`src/rtl/core/osa_pkg.sv`:
```
// osa_pkg: item types, command codes and status codes of the slot allocator
// no dependencies; used by the channel interface users and the top level

package osa_pkg;

	localparam logic [1:0] CMD_ASSIGN  = 2'd0;
	localparam logic [1:0] CMD_RELEASE = 2'd1;
	localparam logic [1:0] CMD_CLEANUP = 2'd2;

	localparam logic [2:0] STS_OK           = 3'd0;
	localparam logic [2:0] STS_NOT_ATTACHED = 3'd1;
	localparam logic [2:0] STS_ALREADY_HOLDS = 3'd2;
	localparam logic [2:0] STS_ALL_BUSY     = 3'd3;
	localparam logic [2:0] STS_NOT_OWNER    = 3'd4;

	typedef struct packed {
		logic [1:0] command;
		logic [7:0] owner_id;
		logic       owner_attached;
		logic [4:0] slot_in;
	} req_item_t;

	typedef struct packed {
		logic [2:0]  status;
		logic [4:0]  slot_out;
		logic [31:0] disable_mask;
	} rsp_item_t;

endpackage

```
`src/rtl/core/osa_chan_if.sv`:
```
// osa_chan_if: valid/ready channel carrying one item of type payload_t
// no dependencies; the payload type is given by the instantiating level

interface osa_chan_if #(
	parameter type payload_t = logic
);
	logic     valid;
	logic     ready;
	payload_t payload;

	modport source (output valid, output payload, input ready);
	modport sink (input valid, input payload, output ready);
endinterface

```
`src/rtl/core/owner_tagged_slot_allocator.sv`:
```
// owner_tagged_slot_allocator: round-robin slot allocator with owner tags
// depends on osa_pkg and osa_chan_if
//
// usage:
//   req carries one command item (assign, release, cleanup) per handshake;
//   rsp carries exactly one result item per accepted request, in order.
//   req.ready is high only while the sequencer is idle; one item is worked
//   at a time by a single owner-id comparator walking the owner-id memory.
// steps from accept to result register:
//   assign, attached: owner-id scan over all slots, then, if the owner holds no slot,
//     the free-slot walk from the search pointer
//   cleanup, attached: owner-id scan over all slots
//   release, attached and in range: read of the slot's owner id, then the check
//   any rejected or unused command: straight to the result register
// the next request is taken only once the current result is in the output register
// the walks go one slot per cycle; the scan reads through the single owner-id memory read port
// reset: all slots free (taken flags cleared), search pointer zero; the
//   owner-id memory is not cleared, entries count only when taken.
// stall: the result sits in an output register; a new request is accepted
//   while it waits, and a finished item holds until that register frees.

module owner_tagged_slot_allocator
	import osa_pkg::*;
#(
	parameter int SLOT_COUNT  = 32,
	parameter int OWNER_COUNT = 256
) (
	input  logic clk,
	input  logic arst_n,
	osa_chan_if.sink   req,
	osa_chan_if.source rsp
);

	localparam int IW = $clog2(SLOT_COUNT);
	localparam int CW = $clog2(SLOT_COUNT + 1);

	typedef enum logic [2:0] {
		S_IDLE,
		S_SCAN,
		S_SEARCH,
		S_RD,
		S_CHK,
		S_DONE
	} state_t;

	state_t                state_q;
	logic [1:0]            cmd_q;
	logic [7:0]            id_q;
	logic [IW-1:0]         slot_q;
	logic [CW-1:0]         cnt_q;
	logic [IW-1:0]         ptr_q;
	logic [SLOT_COUNT-1:0] taken_q;
	logic                  hold_q;
	logic [2:0]            status_q;
	logic [IW-1:0]         grant_q;
	logic [31:0]           mask_q;
	logic                  rsp_valid_q;
	rsp_item_t             rsp_q;

	logic [7:0]            id_mem [SLOT_COUNT];
	logic [7:0]            rd_data_s1;
	logic [IW-1:0]         cmp_idx_s1;
	logic                  cmp_vld_s1;

	logic [IW-1:0]         rd_addr;
	logic                  wr_en;
	logic                  attached;
	logic                  match;
	logic                  scan_issue;
	req_item_t             req_item;

	function automatic logic [31:0] mask_of(input logic [IW-1:0] idx);
		logic [31:0] m;
		m = '0;
		if (32'(idx) < 32'd32) begin
			m = 32'd1 << idx;
		end
		return m;
	endfunction

	assign req_item   = req.payload;
	assign attached   = req_item.owner_attached && (32'(req_item.owner_id) < OWNER_COUNT);
	assign scan_issue = (state_q == S_SCAN) && (cnt_q != CW'(SLOT_COUNT));
	assign rd_addr    = (state_q == S_SCAN) ? cnt_q[IW-1:0] : slot_q;
	assign match      = taken_q[cmp_idx_s1] && (rd_data_s1 == id_q);
	assign wr_en      = (state_q == S_SEARCH) && (cnt_q != CW'(SLOT_COUNT)) && !taken_q[ptr_q];

	assign req.ready   = (state_q == S_IDLE);
	assign rsp.valid   = rsp_valid_q;
	assign rsp.payload = rsp_q;

	// owner-id memory, one read and one write port
	always_ff @(posedge clk) begin
		if (wr_en) begin
			id_mem[ptr_q] <= id_q;
		end
		rd_data_s1 <= id_mem[rd_addr];
		cmp_idx_s1 <= rd_addr;
	end

	always_ff @(posedge clk or negedge arst_n) begin
		if (!arst_n) begin
			state_q     <= S_IDLE;
			cnt_q       <= '0;
			ptr_q       <= '0;
			taken_q     <= '0;
			hold_q      <= 1'b0;
			cmp_vld_s1  <= 1'b0;
			rsp_valid_q <= 1'b0;
		end else begin
			cmp_vld_s1 <= scan_issue;
			if (rsp.ready && (state_q != S_DONE)) begin
				rsp_valid_q <= 1'b0;
			end
			unique case (state_q)
				S_IDLE: begin
					if (req.valid) begin
						cmd_q    <= req_item.command;
						id_q     <= req_item.owner_id;
						slot_q   <= IW'(req_item.slot_in);
						cnt_q    <= '0;
						hold_q   <= 1'b0;
						status_q <= STS_OK;
						grant_q  <= '0;
						mask_q   <= '0;
						priority if (req_item.command == CMD_ASSIGN) begin
							if (!attached) begin
								status_q <= STS_NOT_ATTACHED;
								state_q  <= S_DONE;
							end else begin
								state_q <= S_SCAN;
							end
						end else if (req_item.command == CMD_RELEASE) begin
							if (!attached) begin
								status_q <= STS_NOT_ATTACHED;
								state_q  <= S_DONE;
							end else if (32'(req_item.slot_in) >= SLOT_COUNT) begin
								status_q <= STS_NOT_OWNER;
								state_q  <= S_DONE;
							end else begin
								state_q <= S_RD;
							end
						end else if (req_item.command == CMD_CLEANUP) begin
							state_q <= attached ? S_SCAN : S_DONE;
						end else begin
							state_q <= S_DONE;
						end
					end
				end
				S_SCAN: begin
					if (scan_issue) begin
						cnt_q <= cnt_q + 1'b1;
					end
					if (cmp_vld_s1 && match) begin
						if (cmd_q == CMD_CLEANUP) begin
							taken_q[cmp_idx_s1] <= 1'b0;
							mask_q              <= mask_q | mask_of(cmp_idx_s1);
						end else begin
							hold_q <= 1'b1;
						end
					end
					if (!scan_issue && !cmp_vld_s1) begin
						cnt_q <= '0;
						if (cmd_q == CMD_CLEANUP) begin
							state_q <= S_DONE;
						end else if (hold_q) begin
							status_q <= STS_ALREADY_HOLDS;
							state_q  <= S_DONE;
						end else begin
							state_q <= S_SEARCH;
						end
					end
				end
				S_SEARCH: begin
					if (cnt_q == CW'(SLOT_COUNT)) begin
						status_q <= STS_ALL_BUSY;
						state_q  <= S_DONE;
					end else begin
						cnt_q <= cnt_q + 1'b1;
						ptr_q <= (ptr_q == IW'(SLOT_COUNT - 1)) ? '0 : ptr_q + 1'b1;
						if (!taken_q[ptr_q]) begin
							taken_q[ptr_q] <= 1'b1;
							grant_q        <= ptr_q;
							state_q        <= S_DONE;
						end
					end
				end
				S_RD: begin
					state_q <= S_CHK;
				end
				S_CHK: begin
					if (match) begin
						taken_q[cmp_idx_s1] <= 1'b0;
						mask_q              <= mask_of(cmp_idx_s1);
					end else begin
						status_q <= STS_NOT_OWNER;
					end
					state_q <= S_DONE;
				end
				S_DONE: begin
					if (!rsp_valid_q || rsp.ready) begin
						rsp_q.status       <= status_q;
						rsp_q.slot_out     <= 5'(grant_q);
						rsp_q.disable_mask <= mask_q;
						rsp_valid_q        <= 1'b1;
						state_q            <= S_IDLE;
					end
				end
				default: begin
					state_q <= S_IDLE;
				end
			endcase
		end
	end

endmodule

```
`src/flat_wrapper.sv`:
```
// flat-port wrapper written by rule: the top's interface ports become plain ports
module owner_tagged_slot_allocator_flat import osa_pkg::*;
#(
	parameter int SLOT_COUNT  = 32,
	parameter int OWNER_COUNT = 256
)
  (clk, arst_n, req_valid, req_payload, req_ready, rsp_valid, rsp_payload, rsp_ready);
  osa_chan_if #(.payload_t(req_item_t)) req_i ();
  osa_chan_if #(.payload_t(rsp_item_t)) rsp_i ();
  input  logic clk;
  input  logic arst_n;
  input wire logic [$bits(req_i.valid)-1:0] req_valid;
  input wire logic [$bits(req_i.payload)-1:0] req_payload;
  output wire logic [$bits(req_i.ready)-1:0] req_ready;
  output wire logic [$bits(rsp_i.valid)-1:0] rsp_valid;
  output wire logic [$bits(rsp_i.payload)-1:0] rsp_payload;
  input wire logic [$bits(rsp_i.ready)-1:0] rsp_ready;
  assign req_i.valid = req_valid;
  assign req_i.payload = req_payload;
  assign req_ready = req_i.ready;
  assign rsp_valid = rsp_i.valid;
  assign rsp_payload = rsp_i.payload;
  assign rsp_i.ready = rsp_ready;
  owner_tagged_slot_allocator #(.SLOT_COUNT(SLOT_COUNT), .OWNER_COUNT(OWNER_COUNT)) u_core (.clk(clk), .arst_n(arst_n), .req(req_i), .rsp(rsp_i));
endmodule
```
`config.mk`:
```
export PLATFORM = sky130hd
export DESIGN_NAME = owner_tagged_slot_allocator_flat
export DESIGN_NICKNAME = d
export VERILOG_FILES = /design/src/rtl/core/osa_pkg.sv /design/src/rtl/core/osa_chan_if.sv /design/src/rtl/core/owner_tagged_slot_allocator.sv /design/src/flat_wrapper.sv
export SDC_FILE = /design/constraint.sdc
export NUM_CORES = 1
export LEC_CHECK = 0
export BUFFER_PORTS_ARGS = -buffer_cell sky130_fd_sc_hd__buf_2
export CORE_ASPECT_RATIO = 1.5
export CORE_MARGIN = 2
export CORE_UTILIZATION = 50
export CTS_CLUSTER_DIAMETER = 60
export DETAILED_ROUTE_END_ITERATION = 12
export PLACE_DENSITY_LB_ADDON = 0.15
export SKIP_LAST_GASP = 1
export SLEW_MARGIN = 30
export SYNTH_ARGS = -nofsm -noshare
export SYNTH_HDL_FRONTEND = slang
export SYNTH_SLANG_ARGS = --single-unit
```
`constraint.sdc`:
```
create_clock -name clk -period 9 [get_ports clk]
set_clock_uncertainty 0.2 [all_clocks]
set_input_delay 0.45 -clock clk [delete_from_list [all_inputs] [get_ports clk]]
set_output_delay 0.45 -clock clk [all_outputs]
set_load 0.01 [all_outputs]
```
==> results of run 1 <==
through the flow:
step	worst slack [ns]	instances	cell area, um2	power [W]
finish	4.641	1789	19420	0.005642
global route	4.320	1789	19420	0.005896
CTS	4.659	1789	19410	0.005675
detailed placement	4.640	1701	17910	0.003974
global placement	4.752	1700	17880	0.003954
floorplan	5.816	1262	17240	0.003549
cell type report:
type / count / area [um2] / share of cell area (%)
repair buffers: 100 / 664.4 / 3.421
multi-input cells: 766 / 4806 / 24.74
clock inverters: 15 / 195.2 / 1.005
inverters: 14 / 52.55 / 0.2706
well taps: 425 / 531.8 / 2.738
clock buffers: 56 / 1144 / 5.888
flip-flops and latches: 413 / 12030 / 61.93
power by group:
| part | switching (W) | internal, W | leakage, nW |
|---|---|---|---|
| clock network | 0.000694 | 0.00101 | 0.657 |
| registers | 0.000166 | 0.00225 | 3.94 |
| logic | 0.000995 | 0.000527 | 2.47 |
repair_timing:
item                                    in CTS  in global routing
hold buffers                                17                  0
endpoints found under the setup margin       0                  0
endpoints found under the hold margin       65                  0
gates resized for setup                      0                  0
worst max path at each step:
stage	to	slack, ns	cells after the start
after floorplan	u_core.rsp.payload[0]	5.82	3
after global placement	u_core.rd_data_s1[7]	4.75	9
after global routing	u_core.rd_data_s1[7]	4.32	9
final	u_core.rd_data_s1[7]	4.64	9
after CTS	u_core.rd_data_s1[7]	4.66	9
after detailed placement	u_core.rd_data_s1[7]	4.64	9
kinds of logic (layout without fill, tap and decap cells):
family / Yosys count / count (layout) / synth area share [%]
AND/OR/NAND/NOR: 443 / 443 / 12.19
flip-flops: 413 / 413 / 69.74
AO/OA/AOI/OAI: 171 / 171 / 6.371
multiplexers: 133 / 133 / 8.054
buffers and inverters: 83 / 185 / 2.525
XOR/XNOR: 12 / 12 / 0.6095
adder cells (fa/ha/maj): 7 / 7 / 0.5079
flip-flops by register name (all words and copies together) (netlist names):
signal              cells
u_core.id_mem         256
u_core.rsp.payload     40
u_core.mask_q          32
u_core.taken_q         32
u_core.id_q             8
u_core.rd_data_s1       8
u_core.cnt_q            6
u_core.cmp_idx_s1       5
u_core.grant_q          5
u_core.ptr_q            5
u_core.slot_q           5
u_core.state_q          3
u_core.status_q         3
u_core.cmd_q            2
u_core.cmp_vld_s1       1
u_core.hold_q           1
u_core.rsp.valid        1
worst max-delay path: cells and delay by family (launching register included):
kind | cells | cell delay, ns
and+or+nand+nor | 4 | 0.92
DFF | 1 | 0.87
buffers and inverters | 3 | 1.83
muxes | 1 | 0.25
AOI/OAI and AO/OA | 1 | 0.13
layout by cell type, fill, tap and decap left out, types with 13 or more instances in the layout:
master	n
nand4_1	54
edfxtp_1	351
mux2i_1	127
o21ai_0	78
a31oi_1	29
buf_2	61
nand2_1	186
nor3_1	14
buf_4	20
nor2_1	63
clkbuf_16	42
a22o_1	13
dlygate4sd3_1	17
nand3_1	64
dfrtp_1	48
a22oi_1	19
layer usage:
metal	share of wire, %	GRT usage, %	wire, um	up-vias
li1	-	-	-	4908
met1	38	25.72	15420	5147
met2	53	42.69	21730	342
met3	4.0	3.010	1639	107
met4	4.9	11.44	1994	0
met5	0	0	0	-
==> flow_summary.yaml, run 1 <==
sta:
  setup_viol: 0
  drv_slew: 0
  worst_pin_slew_ns: 1.006
  timing.slew.headroom_pct: 32.39
  finalHoldViolCount: 0
  finalCriticalPeriod_ns: 4.359
  min_period_over_period_pct: 48.43
  fin_tns_setup_ns: 0
  holdWs_ns: 0.04597
  fmax_mhz: 229.4
  grt_setup_unrepaired: "no"
floorplanning:
  start_util_pct: 50.62
  die_y_um: 231.4
  die_w_um: 155.6
  rows: 83
  dieArea_mm2: 0.03602
  ioPinCount: 62
  core_mm2: 0.03406
global_route:
  overflow: 0
  first_global_vias: 10704
  grt_start_max_net_pins: 80
  antenna_found_initial: 0
  grt_pass1_wl_um: 62300
  grt_use_total_pct: 23.00
logic_synthesis:
  synth_seq_area_share_pct: 69.74
  ys_ff_latch: 413
  yosysTopAreaCellShare_pct: 61.12
  yosys.area.top_type: "edfxtp_1"
  syn_nets: 1289
  ys_types: 62
  synthCells: 1262
  synth_area_leaders: "edfxtp_1 61%, mux2i_1 7.4%, dfrtp_1 7.1%"
  synth.avg_cell_area_um2: 13.66
  yosysMostFrequentCell: "edfxtp_1"
  synth_edf_count: 351
  synthTopCellsByCount: "351 x edfxtp_1, 186 x nand2_1, 127 x mux2i_1, 78 x o21ai_0, 65 x nor2_1"
  yosys_warnings: 0
  syn-cell-area_mm2: 0.01724
  async_reset_ff_share_pct: 11.86
  synth-main-ff-cell: "edfxtp_1"
placement:
  io_buffers: 61
  gp_congestion: 0.8906
  hpwl_um: 27110
routing:
  wl_per_cell_um: 22.80
  wl_um: 40790
  vias_per_cell: 5.871
  drc_errors: 0
  first_iter_violations: 699
  drtAntennaViolNets: 0
  firstDrtPassIters: 5
  vias: 10504
hold_path:
  hold_path_class: "in -> reg"
  hold-path-cell-count: 4
  holdPathEnd: "u_core.state_q[2]"
  worstHoldStart: "req_payload[5]"
clock_tree:
  cts-root-buf: "clkbuf_16"
  cts_sinks: 413
  clk_pin_slew_ns: 0.06
  worst_skew_pair.late_latency_ns: 0.55
  cts_tree: "yes"
  htreeDepth: 2
  cts_buffer_depth: 3
  cts_setup_buffers: 0
  numCtsBuffers: 39
job:
  maxCapViolCount: 0
worst_setup_path:
  r2r_end: "u_core.rd_data_s1[7]"
  critical_path.startpoint: "u_core.state_q[1]"
  crit_slowest_cell: "dfrtp_1"
  r2r_slack_ns: 4.64
  crit_required_ns: 9.21
  slowest_delay_ns: 0.87
  cp_max_fo: 51
  path_class: "reg -> reg"
  arrival_ns: 4.57
  ff2ff_path_depth: 9
  startpoint_type: "register"
  path_cells: "or3b_4 > mux2i_4 > buf_4 > clkinv_1 > buf_4 > nand2_1 > a31oi_1 > nand4_1 > nand4_1"
  crit-reg2reg-launch: "u_core.state_q[1]"
  critPathCaptureType: "register"
cells_and_area:
  fin_nets: 1361
  n_antenna_cell: 0
  area_delta_synth_final_pct: 12.63
  final_util_pct: 57.02
  fill_cells: 2732
  drive_gt1_share_pct: 12.46
pwr:
  cellPowerDensity_mw_per_mm2: 290.5
  leakagePower_nw: 7.068
  ir_worst_vdd_mv: 0.1768
status:
  status: "finished, final reports clean"
(Power assumes the default switching activity.)
==> inputs of run 2 (changes only) <==
Settings changed: ABC_AREA set to 1.
Clock period 9 ns to 4.4 ns, I/O delays scaled along.
==> run 2 against run 1 <==
  * Setup slack worse by 3.7 ns
  * Register-to-register slack worse by 3.7 ns
  * Hold slack better by 0.097 ns
  * Synthesized cell count is 40% higher
  * First-iteration DRC count is 72% higher
  * Combinational power grew to 2.9 times the previous value
  * Critical path type unchanged
  * Cell count is 31% higher
  * Cell area is 6.2% higher
  * Power is 130% higher
  * Wire length is 21% higher
  * Count of clock-buffer cells in the layout is 10 lower
==> flow_summary.yaml, run 2 <==
sta:
  fmax_mhz: 288.2
  grt_setup_unrepaired: "no"
  min_period_over_period_pct: 78.85
  timing.slew.headroom_pct: 34.66
  drv_slew: 0
  worst_pin_slew_ns: 0.9736
  setup_viol: 0
  fin_tns_setup_ns: 0
  finalCriticalPeriod_ns: 3.470
  finalHoldViolCount: 0
placement:
  io_buffers: 61
  gp_congestion: 0.8991
  hpwl_um: 31830
worst_setup_path:
  crit_slowest_cell: "dfxtp_1"
  cp_max_fo: 34
  crit_required_ns: 4.63
  r2r_end: "u_core.taken_q[31]"
  crit-reg2reg-launch: "u_core.cmp_idx_s1[0]"
  critPathCaptureType: "register"
  ff2ff_path_depth: 15
  r2r_slack_ns: 0.93
  timing.critical_path.buf_inv: 2
  path_class: "reg -> reg"
  arrival_ns: 3.70
  slowest_delay_ns: 0.90
  cp_top_family: "simple AND/OR/NAND/NOR gates"
  startpoint_type: "register"
  critical_path.startpoint: "u_core.cmp_idx_s1[0]"
  path_common_cell: "nand2_1"
  path_cells: "inv_2 > nand2_1 > nand2_1 > nand2_1 > nand2_1 > nand2_1 > nand2_1 > nor2_1 > nand2_2 > nand2_1 > nand2_2 > nand2_4 > inv_4 > nand3_1 > nand2_1"
logic_synthesis:
  synth.avg_cell_area_um2: 10.44
  ys_ff_latch: 413
  synth_area_leaders: "edfxtp_1 57%, nand2_1 10%, dfrtp_1 6.7%"
  synth_seq_area_share_pct: 65.29
  syn-cell-area_mm2: 0.01842
  yosysTopAreaCellShare_pct: 57.22
  ys_types: 44
  synth_edf_count: 351
  syn_nets: 1792
  yosys_warnings: 0
  synthCells: 1765
  yosys.area.top_type: "edfxtp_1"
  synth-main-ff-cell: "edfxtp_1"
  yosysMostFrequentCell: "nand2_1"
  synthTopCellsByCount: "515 x nand2_1, 351 x edfxtp_1, 144 x o21ai_0, 112 x inv_1, 108 x nor2_1"
  async_reset_ff_share_pct: 11.86
floorplanning:
  start_util_pct: 50.35
  ioPinCount: 62
  die_y_um: 239.1
  rows: 86
  core_mm2: 0.03659
  die_w_um: 160.7
  dieArea_mm2: 0.03842
cells_and_area:
  regMostFlops: "u_core.id_mem"
  area_delta_synth_final_pct: 11.97
  n_antenna_cell: 0
  layout_commonest_cell: "nand2_1"
  final_cell_mix: "515 x nand2_1, 351 x edfxtp_1, 144 x o21ai_0"
  drive_gt1_share_pct: 12.20
  fin_nets: 1848
  fill_cells: 3141
  largest_reg_flops: 256
  final_util_pct: 56.37
global_route:
  grt_use_total_pct: 26.05
  antenna_found_initial: 0
  grt_pass1_wl_um: 76040
  overflow: 0
  grt_start_max_net_pins: 130
  first_global_vias: 12960
routing:
  vias: 13045
  firstDrtPassIters: 5
  wl_um: 49400
  drtAntennaViolNets: 0
  vias_per_cell: 5.584
  drc_errors: 0
  first_iter_violations: 1200
  wl_per_cell_um: 21.15
clock_tree:
  cts_setup_buffers: 0
  cts_tree: "yes"
  cts_buffer_depth: 3
  cts_resized: 0
  worst_skew_pair.late_latency_ns: 0.56
  clk_pin_slew_ns: 0.07
  cts-root-buf: "clkbuf_16"
  cts-hold-fix-buffers: 19
  cts_sinks: 413
  numCtsBuffers: 39
  htreeDepth: 2
status:
  status: "finished, final reports clean"
job:
  maxCapViolCount: 0
pwr:
  ir_worst_vdd_mv: 0.4501
  p_total_w: 0.01288
  cellPowerDensity_mw_per_mm2: 624.4
  leakagePower_nw: 7.913
hold_path:
  hold_path_class: "in -> async"
-- run 2: worst register-to-register path: stages, from the launching register on --
cell and delay (ns):
dfxtp_1 0.90, inv_2 0.33, nand2_1 0.13, nand2_1 0.06
nand2_1 0.06, nand2_1 0.09, nand2_1 0.09, nand2_1 0.06
nor2_1 0.14, nand2_2 0.15, nand2_1 0.10, nand2_2 0.06
nand2_4 0.36, inv_4 0.35, nand3_1 0.21, nand2_1 0.06
-- run 2: final cells by class --
cell class	instances	area [um2]	area share, %
clock inverter	26	267.8	1.298
timing repair buffer	107	723.2	3.507
tap	484	605.6	2.936
multi-input combinational	1130	5466	26.51
inverter	130	490.5	2.378
sequential	413	12030	58.31
clock buffer	46	1044	5.060
-- run 2: stage by stage --
step	std cells	area [um2]	setup slack, ns	hold slack (ns)
after global placement	2245	19110	0.9681	0.1969
final	2336	20620	0.9305	0.1431
after global routing	2336	20620	0.7444	0.1940
after CTS	2336	20620	1.016	0.1673
after detailed placement	2245	19120	1.040	0.1985
after floorplan	1765	18420	0.3021	-0.2756
-- run 2: cell families (layout without fill, tap and decap cells) --
group,after synthesis,in the layout,synth area share (%)
flip-flops,413,413,65.29
AND/OR/NAND/NOR,790,790,18.61
XOR/XNOR,10,10,0.4755
buffers and inverters,222,309,5.353
AO/OA/AOI/OAI,323,323,9.796
adder cells (fa/ha/maj),7,7,0.4755
-- run 2: worst max-delay path by stage --
stage | to | slack [ns] | depth (start not counted)
2_1_floorplan | u_core.rsp.payload[0] | 0.30 | 5
4_1_cts | u_core.taken_q[31] | 1.02 | 15
5_1_grt | u_core.taken_q[31] | 0.74 | 15
3_3_place_gp | u_core.id_mem[21][0] | 0.97 | 10
3_5_place_dp | u_core.taken_q[0] | 1.04 | 15
6_report | u_core.taken_q[31] | 0.93 | 15
-- run 2: per-layer routing --
layer | wire, um | share of wire (%) | global-route usage (%)
met2 | 26210 | 53 | 47.31
met3 | 1935 | 3.9 | 2.932
met1 | 18950 | 38 | 30.85
met4 | 2315 | 4.7 | 12.42
met5 | 0 | 0 | 0
-- run 2: where the power goes --
group          internal [W]  total (W)  switching [W]  leakage, nW
registers           0.00472    0.00503       0.000310         3.96
logic               0.00109    0.00435        0.00326         3.31
clock network       0.00200    0.00350        0.00150        0.642
